<file path="src/hw/rtl/gzhp_pkg.sv">
`default_nettype none
package gzhp_pkg;

	// Parser phases: the header parts, then payload and error
	typedef enum logic [3:0] {
		PH_ID1     = 4'd0,
		PH_ID2     = 4'd1,
		PH_CM      = 4'd2,
		PH_FLG     = 4'd3,
		PH_FIXED   = 4'd4,
		PH_XLEN0   = 4'd5,
		PH_XLEN1   = 4'd6,
		PH_EXTRA   = 4'd7,
		PH_NAME    = 4'd8,
		PH_COMMENT = 4'd9,
		PH_HCRC0   = 4'd10,
		PH_HCRC1   = 4'd11,
		PH_PAYLOAD = 4'd12,
		PH_ERROR   = 4'd13
	} phase_t;

	// Field tags on each output byte
	localparam logic [2:0] KIND_FIXED   = 3'd0;
	localparam logic [2:0] KIND_XLEN    = 3'd1;
	localparam logic [2:0] KIND_EXTRA   = 3'd2;
	localparam logic [2:0] KIND_NAME    = 3'd3;
	localparam logic [2:0] KIND_COMMENT = 3'd4;
	localparam logic [2:0] KIND_HCRC    = 3'd5;
	localparam logic [2:0] KIND_PAYLOAD = 3'd6;
	localparam logic [2:0] KIND_DISCARD = 3'd7;

	// Status codes
	localparam logic [2:0] ST_BUSY     = 3'd0;
	localparam logic [2:0] ST_DONE     = 3'd1;
	localparam logic [2:0] ST_BAD_ID   = 3'd2;
	localparam logic [2:0] ST_BAD_CM   = 3'd3;
	localparam logic [2:0] ST_BAD_HCRC = 3'd4;

	// Stages after which the optional parts are chosen
	localparam logic [1:0] AFTER_FIXED   = 2'd0;
	localparam logic [1:0] AFTER_EXTRA   = 2'd1;
	localparam logic [1:0] AFTER_NAME    = 2'd2;
	localparam logic [1:0] AFTER_COMMENT = 2'd3;

	// Header constants
	localparam logic [7:0]  ID1_BYTE   = 8'h1f;
	localparam logic [7:0]  ID2_BYTE   = 8'h8b;
	localparam logic [7:0]  CM_DEFLATE = 8'h08;
	localparam logic [15:0] FIXED_LEN  = 16'd10;
	localparam logic [15:0] FLG_COUNT  = 16'd4;
	localparam logic [31:0] CRC_PRESET = 32'hffff_ffff;
	localparam logic [31:0] CRC_POLY   = 32'hedb8_8320;

	localparam int FLAG_HCRC    = 1;
	localparam int FLAG_EXTRA   = 2;
	localparam int FLAG_NAME    = 3;
	localparam int FLAG_COMMENT = 4;

	typedef struct packed {
		logic [7:0] in_byte;
		logic       start_req;
	} stream_t;

	typedef struct packed {
		logic [7:0] out_byte;
		logic [2:0] field_kind;
		logic [2:0] status;
		logic [7:0] header_flags;
	} token_t;

	typedef struct packed {
		phase_t phase;
		logic   done;
	} step_t;

	// Reflected CRC-32 update over one byte
	function automatic logic [31:0] crc_update(input logic [31:0] c, input logic [7:0] b);
		logic [31:0] r;
		r = c ^ {24'd0, b};
		for (int i = 0; i < 8; i++) begin
			r = (r >> 1) ^ (CRC_POLY & {32{r[0]}});
		end
		return r;
	endfunction

	// Pick the next optional part present in the flags
	function automatic step_t go_next(input logic [1:0] stage, input logic [7:0] flags);
		step_t s;
		s.done  = 1'b0;
		s.phase = PH_PAYLOAD;
		if (stage < AFTER_EXTRA && flags[FLAG_EXTRA]) begin
			s.phase = PH_XLEN0;
		end else if (stage < AFTER_NAME && flags[FLAG_NAME]) begin
			s.phase = PH_NAME;
		end else if (stage < AFTER_COMMENT && flags[FLAG_COMMENT]) begin
			s.phase = PH_COMMENT;
		end else if (flags[FLAG_HCRC]) begin
			s.phase = PH_HCRC0;
		end else begin
			s.phase = PH_PAYLOAD;
			s.done  = 1'b1;
		end
		return s;
	endfunction

endpackage
`default_nettype wire

</file>
<file path="src/hw/rtl/gzip_header_parser_core.sv">
// gzip member header parser.
// Feed the stream one byte per transaction on the stream channel
// (stream_valid / stream_stall / stream). Set start_req on the ID1 byte of
// a new member; it clears all parser state first. Each accepted byte yields
// exactly one transaction on the token channel (token_valid / token_stall /
// token): the byte itself, a tag naming its header field, a status code and
// the latched FLG byte.
// The token is registered: it appears in the output register on the cycle
// after the byte is accepted. Throughput is one byte per cycle while the
// receiver does not stall, set by the byte-wide CRC-32 update and the
// phase decode between the input and the output register.
// Reset leaves the output register empty and the parser expecting ID1.
// While the receiver stalls, the token holds; stream_stall is raised while
// the output register is full and stalled, so no byte is dropped.
// Errors are sticky: later bytes come out tagged as discarded with the
// error status until the next start_req.
`default_nettype none
module gzip_header_parser_core import gzhp_pkg::*; (
	input  wire     clk,
	input  wire     arst_n,
	input  wire     stream_valid,
	output logic    stream_stall,
	input  stream_t stream,
	output logic    token_valid,
	input  wire     token_stall,
	output token_t  token
);

	phase_t      phase_q;
	logic [15:0] count_q;
	logic [7:0]  flag_q;
	logic [7:0]  len_low_q;
	logic [31:0] crc_q;
	logic [7:0]  crc_low_q;
	logic [2:0]  err_q;

	phase_t      phase_cur, phase_nxt;
	logic [15:0] count_cur, count_nxt;
	logic [7:0]  flag_cur, flag_nxt;
	logic [7:0]  len_low_nxt;
	logic [31:0] crc_cur, crc_nxt;
	logic [7:0]  crc_low_cur, crc_low_nxt;
	logic [2:0]  err_cur, err_nxt;
	logic [15:0] count_inc, count_dec, xlen;
	logic [7:0]  b;
	logic        hcrc_ok;
	logic        done;
	logic [2:0]  kind;
	logic [2:0]  status;
	step_t       step;
	logic        accept;
	token_t      token_q;
	logic        token_valid_q;

	assign accept       = stream_valid && !stream_stall;
	assign stream_stall = token_valid_q && token_stall;
	assign b            = stream.in_byte;

	// Start request takes the reset state for this byte
	always_comb begin
		if (stream.start_req) begin
			phase_cur   = PH_ID1;
			count_cur   = '0;
			flag_cur    = '0;
			crc_cur     = CRC_PRESET;
			crc_low_cur = '0;
			err_cur     = ST_BUSY;
		end else begin
			phase_cur   = phase_q;
			count_cur   = count_q;
			flag_cur    = flag_q;
			crc_cur     = crc_q;
			crc_low_cur = crc_low_q;
			err_cur     = err_q;
		end
	end

	assign count_inc = count_cur + 16'd1;
	assign count_dec = count_cur - 16'd1;
	assign xlen      = {b, len_low_q};
	assign hcrc_ok   = (~crc_cur[15:0]) == {b, crc_low_cur};

	// Next state
	always_comb begin
		phase_nxt   = phase_cur;
		count_nxt   = count_cur;
		flag_nxt    = flag_cur;
		len_low_nxt = len_low_q;
		crc_low_nxt = crc_low_cur;
		err_nxt     = err_cur;
		done        = 1'b0;
		step        = go_next(AFTER_FIXED, flag_cur);
		crc_nxt     = (phase_cur < PH_HCRC0) ? crc_update(crc_cur, b) : crc_cur;
		if (stream.start_req) begin
			len_low_nxt = '0;
		end
		unique case (phase_cur)
			PH_ID1: begin
				if (b != ID1_BYTE) begin
					phase_nxt = PH_ERROR;
					err_nxt   = ST_BAD_ID;
				end else begin
					phase_nxt = PH_ID2;
				end
			end
			PH_ID2: begin
				if (b != ID2_BYTE) begin
					phase_nxt = PH_ERROR;
					err_nxt   = ST_BAD_ID;
				end else begin
					phase_nxt = PH_CM;
				end
			end
			PH_CM: begin
				if (b != CM_DEFLATE) begin
					phase_nxt = PH_ERROR;
					err_nxt   = ST_BAD_CM;
				end else begin
					phase_nxt = PH_FLG;
				end
			end
			PH_FLG: begin
				flag_nxt  = b;
				count_nxt = FLG_COUNT;
				phase_nxt = PH_FIXED;
			end
			PH_FIXED: begin
				count_nxt = count_inc;
				if (count_inc >= FIXED_LEN) begin
					step      = go_next(AFTER_FIXED, flag_cur);
					phase_nxt = step.phase;
					done      = step.done;
				end
			end
			PH_XLEN0: begin
				len_low_nxt = b;
				phase_nxt   = PH_XLEN1;
			end
			PH_XLEN1: begin
				count_nxt = xlen;
				if (xlen == 16'd0) begin
					step      = go_next(AFTER_EXTRA, flag_cur);
					phase_nxt = step.phase;
					done      = step.done;
				end else begin
					phase_nxt = PH_EXTRA;
				end
			end
			PH_EXTRA: begin
				count_nxt = count_dec;
				if (count_dec == 16'd0) begin
					step      = go_next(AFTER_EXTRA, flag_cur);
					phase_nxt = step.phase;
					done      = step.done;
				end
			end
			PH_NAME: begin
				if (b == 8'd0) begin
					step      = go_next(AFTER_NAME, flag_cur);
					phase_nxt = step.phase;
					done      = step.done;
				end
			end
			PH_COMMENT: begin
				if (b == 8'd0) begin
					step      = go_next(AFTER_COMMENT, flag_cur);
					phase_nxt = step.phase;
					done      = step.done;
				end
			end
			PH_HCRC0: begin
				crc_low_nxt = b;
				phase_nxt   = PH_HCRC1;
			end
			PH_HCRC1: begin
				if (hcrc_ok) begin
					phase_nxt = PH_PAYLOAD;
					done      = 1'b1;
				end else begin
					phase_nxt = PH_ERROR;
					err_nxt   = ST_BAD_HCRC;
				end
			end
			PH_PAYLOAD: begin
				phase_nxt = PH_PAYLOAD;
			end
			default: begin
				phase_nxt = PH_ERROR;
			end
		endcase
	end

	// Outputs: field tag and status for this byte
	always_comb begin
		kind   = KIND_FIXED;
		status = done ? ST_DONE : ST_BUSY;
		unique case (phase_cur) inside
			PH_ID1, PH_ID2, PH_CM: begin
				kind   = KIND_FIXED;
				status = err_nxt;
			end
			PH_FLG, PH_FIXED: kind = KIND_FIXED;
			PH_XLEN0, PH_XLEN1: kind = KIND_XLEN;
			PH_EXTRA: kind = KIND_EXTRA;
			PH_NAME: kind = KIND_NAME;
			PH_COMMENT: kind = KIND_COMMENT;
			PH_HCRC0: kind = KIND_HCRC;
			PH_HCRC1: begin
				kind   = KIND_HCRC;
				status = hcrc_ok ? ST_DONE : ST_BAD_HCRC;
			end
			PH_PAYLOAD: begin
				kind   = KIND_PAYLOAD;
				status = ST_BUSY;
			end
			default: begin
				kind   = KIND_DISCARD;
				status = err_cur;
			end
		endcase
	end

	// Advance parser state on each accepted transaction
	always_ff @(posedge clk or negedge arst_n) begin
		if (!arst_n) begin
			phase_q   <= PH_ID1;
			count_q   <= '0;
			flag_q    <= '0;
			len_low_q <= '0;
			crc_q     <= CRC_PRESET;
			crc_low_q <= '0;
			err_q     <= ST_BUSY;
		end else if (accept) begin
			phase_q   <= phase_nxt;
			count_q   <= count_nxt;
			flag_q    <= flag_nxt;
			len_low_q <= len_low_nxt;
			crc_q     <= crc_nxt;
			crc_low_q <= crc_low_nxt;
			err_q     <= err_nxt;
		end
	end

	// Hold the token while stalled, drop valid once taken
	always_ff @(posedge clk or negedge arst_n) begin
		if (!arst_n) begin
			token_valid_q <= 1'b0;
		end else if (accept) begin
			token_valid_q <= 1'b1;
		end else if (!token_stall) begin
			token_valid_q <= 1'b0;
		end
	end

	always_ff @(posedge clk) begin
		if (accept) begin
			token_q.out_byte     <= b;
			token_q.field_kind   <= kind;
			token_q.status       <= status;
			token_q.header_flags <= flag_nxt;
		end
	end

	assign token_valid = token_valid_q;
	assign token       = token_q;

	// Every accepted byte lands in the output register
	a_accept_gives_token: assert property (@(posedge clk) disable iff (!arst_n)
		accept |=> token_valid)
		else $error("accepted byte produced no token");

	// Parser state moves only on an accepted transaction
	a_state_holds: assert property (@(posedge clk) disable iff (!arst_n)
		!accept |=> $stable(phase_q) && $stable(crc_q) && $stable(count_q))
		else $error("parser state changed without a transaction");

	// Payload is reached only on an error-free header
	a_payload_clean: assert property (@(posedge clk) disable iff (!arst_n)
		phase_q == PH_PAYLOAD |-> err_q == ST_BUSY)
		else $error("payload phase with sticky error");

	// Discarded bytes always carry an error status
	a_discard_status: assert property (@(posedge clk) disable iff (!arst_n)
		token_valid && token.field_kind == KIND_DISCARD |->
			token.status == ST_BAD_ID || token.status == ST_BAD_CM ||
			token.status == ST_BAD_HCRC)
		else $error("discarded byte without error status");

	// Error phase always holds a sticky error code
	a_error_code: assert property (@(posedge clk) disable iff (!arst_n)
		phase_q == PH_ERROR |-> err_q != ST_BUSY)
		else $error("error phase without error code");

endmodule
`default_nettype wire

</file>
<file path="config.mk">
export PLATFORM = sky130hd
export DESIGN_NAME = gzip_header_parser_core
export DESIGN_NICKNAME = d
export VERILOG_FILES = /design/src/hw/rtl/gzhp_pkg.sv /design/src/hw/rtl/gzip_header_parser_core.sv
export SDC_FILE = /design/constraint.sdc
export NUM_CORES = 1
export LEC_CHECK = 0
export ABC_AREA = 0
export BUFFER_PORTS_ARGS = -buffer_cell sky130_fd_sc_hd__buf_2
export CAP_MARGIN = 30
export CORE_UTILIZATION = 60
export DETAILED_ROUTE_END_ITERATION = 8
export PLACE_DENSITY_LB_ADDON = 0.05
export SYNTH_ARGS = -nofsm -noshare
export SYNTH_HDL_FRONTEND = slang
export SYNTH_SLANG_ARGS = --single-unit
</file>
<file path="constraint.sdc">
create_clock -name clk -period 7.9 [get_ports clk]
set_input_delay 1.185 -clock clk [delete_from_list [all_inputs] [get_ports clk]]
set_output_delay 1.185 -clock clk [all_outputs]
set_load 0.02 [all_outputs]
</file>
==> flow_summary_export.csv, run 1 <==
group,metric,value,unit
global_routing,grt.total_usage,34.6,%
power,intPower,1.50,mW
timing,slew_violations,0,
timing,period_needed,4.70,ns
detailed_routing,ant_nets,0,
power,p_per_area,338,mW/mm^2
critical_path,cp.arrival,4.81,ns
detailed_routing,vias,6404,
clocking,clock_latency,0.36,ns
placement,hpwl,14.0,mm
floorplan,rows,39,
synthesis,ys_ff_latch,102,
detailed_routing,wire_per_inst,21.1,um
timing,finalSetupTns,0,ns
synthesis,ys_types,81,
clocking,root_buffer,"clkbuf_16",
clocking,cts_tree,"built",
global_routing,antenna_found_initial,0,
clocking,postCtsSetupRepairBufs,0,
critical_path,critical_path_class,"in2reg",
detailed_routing,firstDrtPassIters,6,
critical_path,cpMostUsedCell,"inv_1",
placement,portBuffers,36,
critical_path,endpoint_kind,"flip-flop",
power,p_sw_share,42.4,%
timing,setup_viol,0,
timing,hold_ws,0.474,ns
critical_path,worstPathRequired,8.01,ns
global_routing,grt_max_degree,71,
clocking,h-tree-depth,3,
critical_path,crit_path_max_fanout,20,
synthesis,synthCells,841,
synthesis,syn_avg_cell_area,8.59,um^2
placement,place_congestion,0.913,
synthesis,synth-edff-count,22,
floorplan,initial_core_util,62.5,%
power,total_switching_power,1.10,mW
critical_path,slowest_stage,"nor4b_1",
power,p_comb_share,45.2,%
synthesis,syn-num-nets,858,
detailed_routing,viasPerCell,6.54,
cells_and_area,fin_nets,848,
global_routing,grt-ovfl-total,0,
synthesis,synth-main-ff-cell,"dfrtp_1",
timing,finClkSkew,0.00629,ns
synthesis,yosys_warnings,0,
clocking,cts-resized-gates,0,
clocking,cts_hold_buf,0,
timing,hold_viol,0,
power,pwr-share-seq,37.0,%
floorplan,fp.coreArea,0.0116,mm^2
timing,rsz0062_at_grt,"false",
run,max-cap-violations,0,
global_routing,grt_first_pass_wirelength,33.5,mm
cells_and_area,antenna_cells,0,
min_path,hold_class,"reg2reg",
synthesis,seq_area_frac_synth,37.4,%
cells_and_area,layout-drive-gt1-share,15.2,%
timing,fmax,0.213,GHz
detailed_routing,totalWireLength,20.7,mm
timing,relSlewSlack,37.4,%
critical_path,cpPeakStageDelay,0.83,ns
timing,worst_pin_slew,0.926,ns
detailed_routing,drc,0,
run_status,status,"finished, final reports clean",
power,pwr-share-clk,17.8,%
cells_and_area,fillCellCount,960,
synthesis,async_reset_ff_share,78.4,%
floorplan,die_x,112,um
detailed_routing,drt_iter0_drc,720,
clocking,clock_path_buffers,2,
timing,final.period_utilization,59.5,%
synthesis,syn_area,0.00722,mm^2
critical_path,start_kind,"input port",
floorplan,dieArea,0.0125,mm^2
cells_and_area,register_area,0.00270,mm^2
clocking,cts.sink_count,102,
floorplan,fp.dieH,112,um
power,leakage,2.97,nW
power,peakVddDrop,0.281,mV
cells_and_area,multi_input_area,0.00416,mm^2
cells_and_area,syn_to_final_growth,6.39,%
global_routing,grt_pass1_vias,6334,
clocking,clk_pin_slew,0.07,ns
critical_path,worstPathCellList,"buf_2 -> inv_1 -> nand2_1 -> inv_1 -> ha_1 -> nand4b_1 -> nor4_1 -> mux2i_1 -> a31oi_1 -> nor4b_1 -> o22a_2 -> o221ai_2",
floorplan,io_pins,37,
clocking,cts_buffers,9,
[synth_stat cells (all sizes together) (8+ instances only)]
master / n / area (um^2)
clkbuf: 44 / 165
nor3: 18 / 101
nand2b: 9 / 56.3
dfrtp: 48 / 1200
o21ai: 88 / 440
dfstp: 32 / 841
a21oi: 35 / 175
inv: 16 / 60.1
nor2: 88 / 340
o31ai: 9 / 67.6
a22o: 13 / 114
xor2: 29 / 254
buf: 25 / 144
nand4: 9 / 77.6
nand3: 12 / 60.1
nor2b: 14 / 87.6
nand2: 96 / 360
xnor2: 69 / 627
edfxtp: 22 / 661
nor4: 19 / 153
o22ai: 13 / 81.3
mux2i: 8 / 80.1
a22oi: 13 / 97.6
a31oi: 8 / 56.3
[cells in the final DEF, fill, tap and decap left out, types with 14 or more instances in the layout]
master,synthesis,final
nor4_1,15,15
xnor2_1,66,66
inv_1,16,15
buf_2,13,36
nor2b_1,14,14
dfrtp_1,48,48
o21ai_0,81,81
dfstp_2,32,32
edfxtp_1,22,22
nand2_1,96,96
xor2_1,29,29
a21oi_1,35,35
nor2_1,86,86
nor3_1,17,16
[cells by family after synthesis]
family	after synthesis	synth area share, %
compound gates	228	20.3
mux	15	2.20
flops	102	37.4
simple gates	308	21.8
xor+xnor	99	12.5
buf+inv	85	5.11
fa+ha+maj	4	0.693
[worst max-delay path: cells and delay by family]
kind | cells | cell delay (ns)
AO/OA/AOI/OAI | 3 | 0.53
adder cells (fa/ha/maj) | 1 | 0.23
buffers and inverters | 3 | 0.77
multiplexers | 1 | 0.25
AND/OR/NAND/NOR | 4 | 1.84
[stage by stage]
| stage | power, mW | worst slack [ns] | util (%) | cells | area [um^2] |
|---|---|---|---|---|---|
| CTS | 2.59 | 3.33 | 66.5 | 979 | 7690 |
| floorplan | 1.85 | 3.32 | - | 841 | 7220 |
| global route | 2.75 | 2.91 | 66.5 | 979 | 7690 |
| global placement | 2.08 | 3.11 | 63.6 | 961 | 7360 |
| detailed placement | 2.11 | 2.95 | 63.9 | 963 | 7390 |
| finish | 2.59 | 3.20 | 66.5 | 979 | 7690 |
[per-layer routing]
metal,global-route usage [%],share of wire (%)
met1,44.0,40
met2,56.4,48
met3,5.28,7.9
met4,19.7,4.6
met5,0,0
[sequential cells by signal, summed over array words and instances (netlist names)]
| name | cells |
|---|---|
| count_q | 16 |
| crc_low_q | 8 |
| crc_q | 32 |
| err_q | 3 |
| flag_q | 8 |
| len_low_q | 8 |
| phase_q | 4 |
| token | 22 |
| token_valid | 1 |
[area by class of cell]
class | count | share of cell area (%)
inverters | 16 | 0.781
repair buffers | 48 | 3.78
multi-input cells | 654 | 54.1
well taps | 143 | 2.33
clock buffers | 10 | 2.98
clock inverters | 6 | 0.879
flip-flops and latches | 102 | 35.2
[final timing paths]
check	cells after the start	slack, ns	endpoint	start
min in group asynchronous	1	0.72	token_valid	arst_n
setup reg to reg	10	4.12	token[8]	count_q[0]
hold reg to reg	2	0.47	crc_q[18]	crc_q[18]
max in group asynchronous	2	6.52	crc_q[8]	arst_n
setup / recovery	12	3.20	token[8]	stream[0]
hold / removal	2	0.47	crc_q[18]	crc_q[18]
[power by group through the flow]
stage / Clock (mW) / Sequential, mW / Combinational, mW
after floorplan: 0 / 0.840 / 1.01
after global placement: 0 / 0.951 / 1.13
after detailed placement: 0 / 0.961 / 1.15
after CTS: 0.470 / 0.952 / 1.16
after global routing: 0.487 / 0.982 / 1.29
final: 0.462 / 0.959 / 1.17
Note: power is estimated with default switching activity, not from simulation.
==> run 2, diff against run 1 <==
--- a/config.mk
+++ b/config.mk
@@ -5,10 +5,10 @@
 export SDC_FILE = /design/constraint.sdc
 export NUM_CORES = 1
 export LEC_CHECK = 0
-export ABC_AREA = 0
+export ABC_AREA = 1
 export BUFFER_PORTS_ARGS = -buffer_cell sky130_fd_sc_hd__buf_2
 export CAP_MARGIN = 30
-export CORE_UTILIZATION = 60
+export CORE_UTILIZATION = 57
 export DETAILED_ROUTE_END_ITERATION = 8
 export PLACE_DENSITY_LB_ADDON = 0.05
 export SYNTH_ARGS = -nofsm -noshare
==> constraint.sdc (replaced) <==
create_clock -name clk -period 3.85 [get_ports clk]
set_input_delay 0.5775 -clock clk [delete_from_list [all_inputs] [get_ports clk]]
set_output_delay 0.5775 -clock clk [all_outputs]
set_load 0.02 [all_outputs]
==> flow_summary_export.csv, run 2 <==
group,metric,value,unit
run_status,status,"finished, final reports clean",
power,peakVddDrop,0.440,mV
timing,fmax,0.357,GHz
detailed_routing,firstDrtPassIters,5,
clocking,root_buffer,"clkbuf_16",
synthesis,synth_top_area_cell,"dfrtp_1",
synthesis,seq_area_frac_synth,34.1,%
cells_and_area,antenna_cells,0,
detailed_routing,vias,7598,
critical_path,ff2ff_setup_slack,1.24,ns
timing,worst_slack,1.05,ns
clocking,cts.sink_count,102,
floorplan,fp.dieH,120,um
timing,finalSetupTns,0,ns
global_routing,grtUsageMet1,48.0,%
timing,finClkSkew,0.00890,ns
power,p_total,4.87,mW
cells_and_area,fin_nets,1155,
placement,portBuffers,36,
timing,slew_violations,0,
power,leakage,3.86,nW
synthesis,muxShareOfSynthArea,0,%
clocking,cts_hold_buf,0,
critical_path,cp.arrival,2.91,ns
global_routing,grt_first_pass_wirelength,36.7,mm
detailed_routing,drc,0,
detailed_routing,wire_per_inst,17.1,um
placement,post_dp_cell_area,0.00824,mm^2
synthesis,async_reset_ff_share,78.4,%
timing,setup_viol,0,
placement,dp_cells,1303,
floorplan,die_x,120,um
detailed_routing,viasPerCell,5.76,
clocking,h-tree-depth,3,
synthesis,synth_top_family_by_area,"simple AND/OR/NAND/NOR gates",
synthesis,synth_compound_area_share,15.3,%
global_routing,antenna_found_initial,0,
cells_and_area,utilization,63.6,%
placement,hpwl,16.5,mm
cells_and_area,register_area,0.00270,mm^2
synthesis,syn_area,0.00793,mm^2
global_routing,grt.total_usage,32.7,%
cells_and_area,layout-drive-gt1-share,15.0,%
synthesis,yosys_warnings,0,
critical_path,endpoint_kind,"flip-flop",
synthesis,synth.area.top_cells,"dfrtp_1, nand2_1, dfstp_2",
detailed_routing,totalWireLength,22.5,mm
synthesis,synthCells,1120,
synthesis,ys_types,56,
cells_and_area,syn_to_final_growth,7.50,%
floorplan,io_pins,37,
cells_and_area,fillCellCount,1277,
cells_and_area,largest_reg_flops,32,
clocking,clock_latency,0.36,ns
detailed_routing,ant_nets,0,
cells_and_area,final_common_cell,"nand2_1",
cells_and_area,multi_input_area,0.00454,mm^2
critical_path,r2r_cells,16,
synthesis,synth-main-ff-cell,"dfrtp_1",
clocking,cts_tree,"built",
timing,period_needed,2.80,ns
synthesis,synth_fa_ha_area_share,0.631,%
floorplan,initial_core_util,59.2,%
synthesis,synth.most_common_cell,"nand2_1",
cells_and_area,finalInstanceArea,0.00852,mm^2
power,p_per_area,571,mW/mm^2
global_routing,grt_max_degree,53,
global_routing,grt_pass1_vias,6861,
cells_and_area,layout.cells.non_filler,1319,
floorplan,fp.coreArea,0.0134,mm^2
synthesis,synth-simple-area-share,31.7,%
synthesis,synth-edff-count,22,
global_routing,grt_use_met3,5.70,%
synthesis,ys_ff_latch,102,
timing,worst_pin_slew,0.658,ns
critical_path,worstPathRequired,3.96,ns
cells_and_area,largest-register,"crc_q",
clocking,cts-resized-gates,0,
global_routing,grt_busiest_layer,"met2",
critical_path,start_kind,"input port",
synthesis,yosys-top-cells-count,"nand2_1, nor2_1, inv_1, o21ai_0, nand3_1",
timing,final.period_utilization,72.8,%
synthesis,syn_avg_cell_area,7.08,um^2
timing,relSlewSlack,56.1,%
timing,hold_ws,0.150,ns
placement,place_ws,0.749,ns
min_path,hold_class,"in2async",
cells_and_area,layout_common_cells,"nand2_1, nor2_1, inv_1",
clocking,clk_pin_slew,0.07,ns
timing,hold_viol,0,
run,max-cap-violations,0,
synthesis,synth-xor-area-share,9.63,%
clocking,cts_buffers,9,
global_routing,grt-ovfl-total,0,
global_routing,grt_util_met2,49.2,%
detailed_routing,drt_iter0_drc,710,
floorplan,rows,42,
critical_path,critical_path_class,"in2reg",
critical_path,crit_path_max_fanout,23,
synthesis,synth_top_area_share,15.1,%
synthesis,syn-num-nets,1137,
floorplan,dieArea,0.0144,mm^2
placement,place_congestion,1.00,
timing,rsz0062_at_grt,"false",
clocking,clock_path_buffers,2,
clocking,postCtsSetupRepairBufs,0,
## run 2: worst paths after layout
check                           start        end
setup / recovery            stream[0]   token[8]
hold / removal                 arst_n  flag_q[4]
setup reg to reg           count_q[0]   token[8]
hold reg to reg             crc_q[23]  crc_q[23]
max in group asynchronous      arst_n  crc_q[22]
min in group clk            crc_q[23]  crc_q[23]
## run 2: cells by family (layout without fill, tap and decap cells)
kind of cell | count (synthesis) | count (layout)
AND/OR/NAND/NOR | 565 | 565
AO/OA/AOI/OAI | 216 | 216
buffers and inverters | 163 | 186
flip-flops | 102 | 102
XOR/XNOR | 70 | 70
adder cells (fa/ha/maj) | 4 | 4
## run 2: cell type report
class | instances | share of cell area [%]
clock inverter | 7 | 0.705
inverter | 120 | 5.33
tap | 176 | 2.58
clock buffer | 9 | 2.64
multi-input combinational | 855 | 53.2
timing repair buffer | 50 | 3.79
sequential | 102 | 31.7
## run 2: power breakdown
group / total, mW / leakage (nW) / internal [mW] / switching (mW)
combinational: 2.30 / 2.53 / 0.813 / 1.48
sequential: 1.68 / 1.19 / 1.48 / 0.203
clock: 0.888 / 0.136 / 0.447 / 0.441
total: 4.87 / 3.86 / 2.74 / 2.13
## run 2: routing by layer
layer  vias up  share of wire, %
met1      3541                47
li1       3702                 -
met2       317                44
met5         -                 0
met3        38               7.1
met4         0               1.7
## run 2: critical path: stages
cell and delay, ns:
buf_4 0.23, inv_4 0.23, nand2_2 0.15, inv_1 0.11, ha_1 0.20, nand2_1 0.08, nor2_2 0.25, nand2_1 0.12
inv_1 0.09, nand3_1 0.07, nand2_1 0.08, nand2_1 0.07, nor2_1 0.18, nand3_2 0.16, nand3_1 0.12, nand2_1 0.06
nand2_1 0.05, nand3_1 0.06
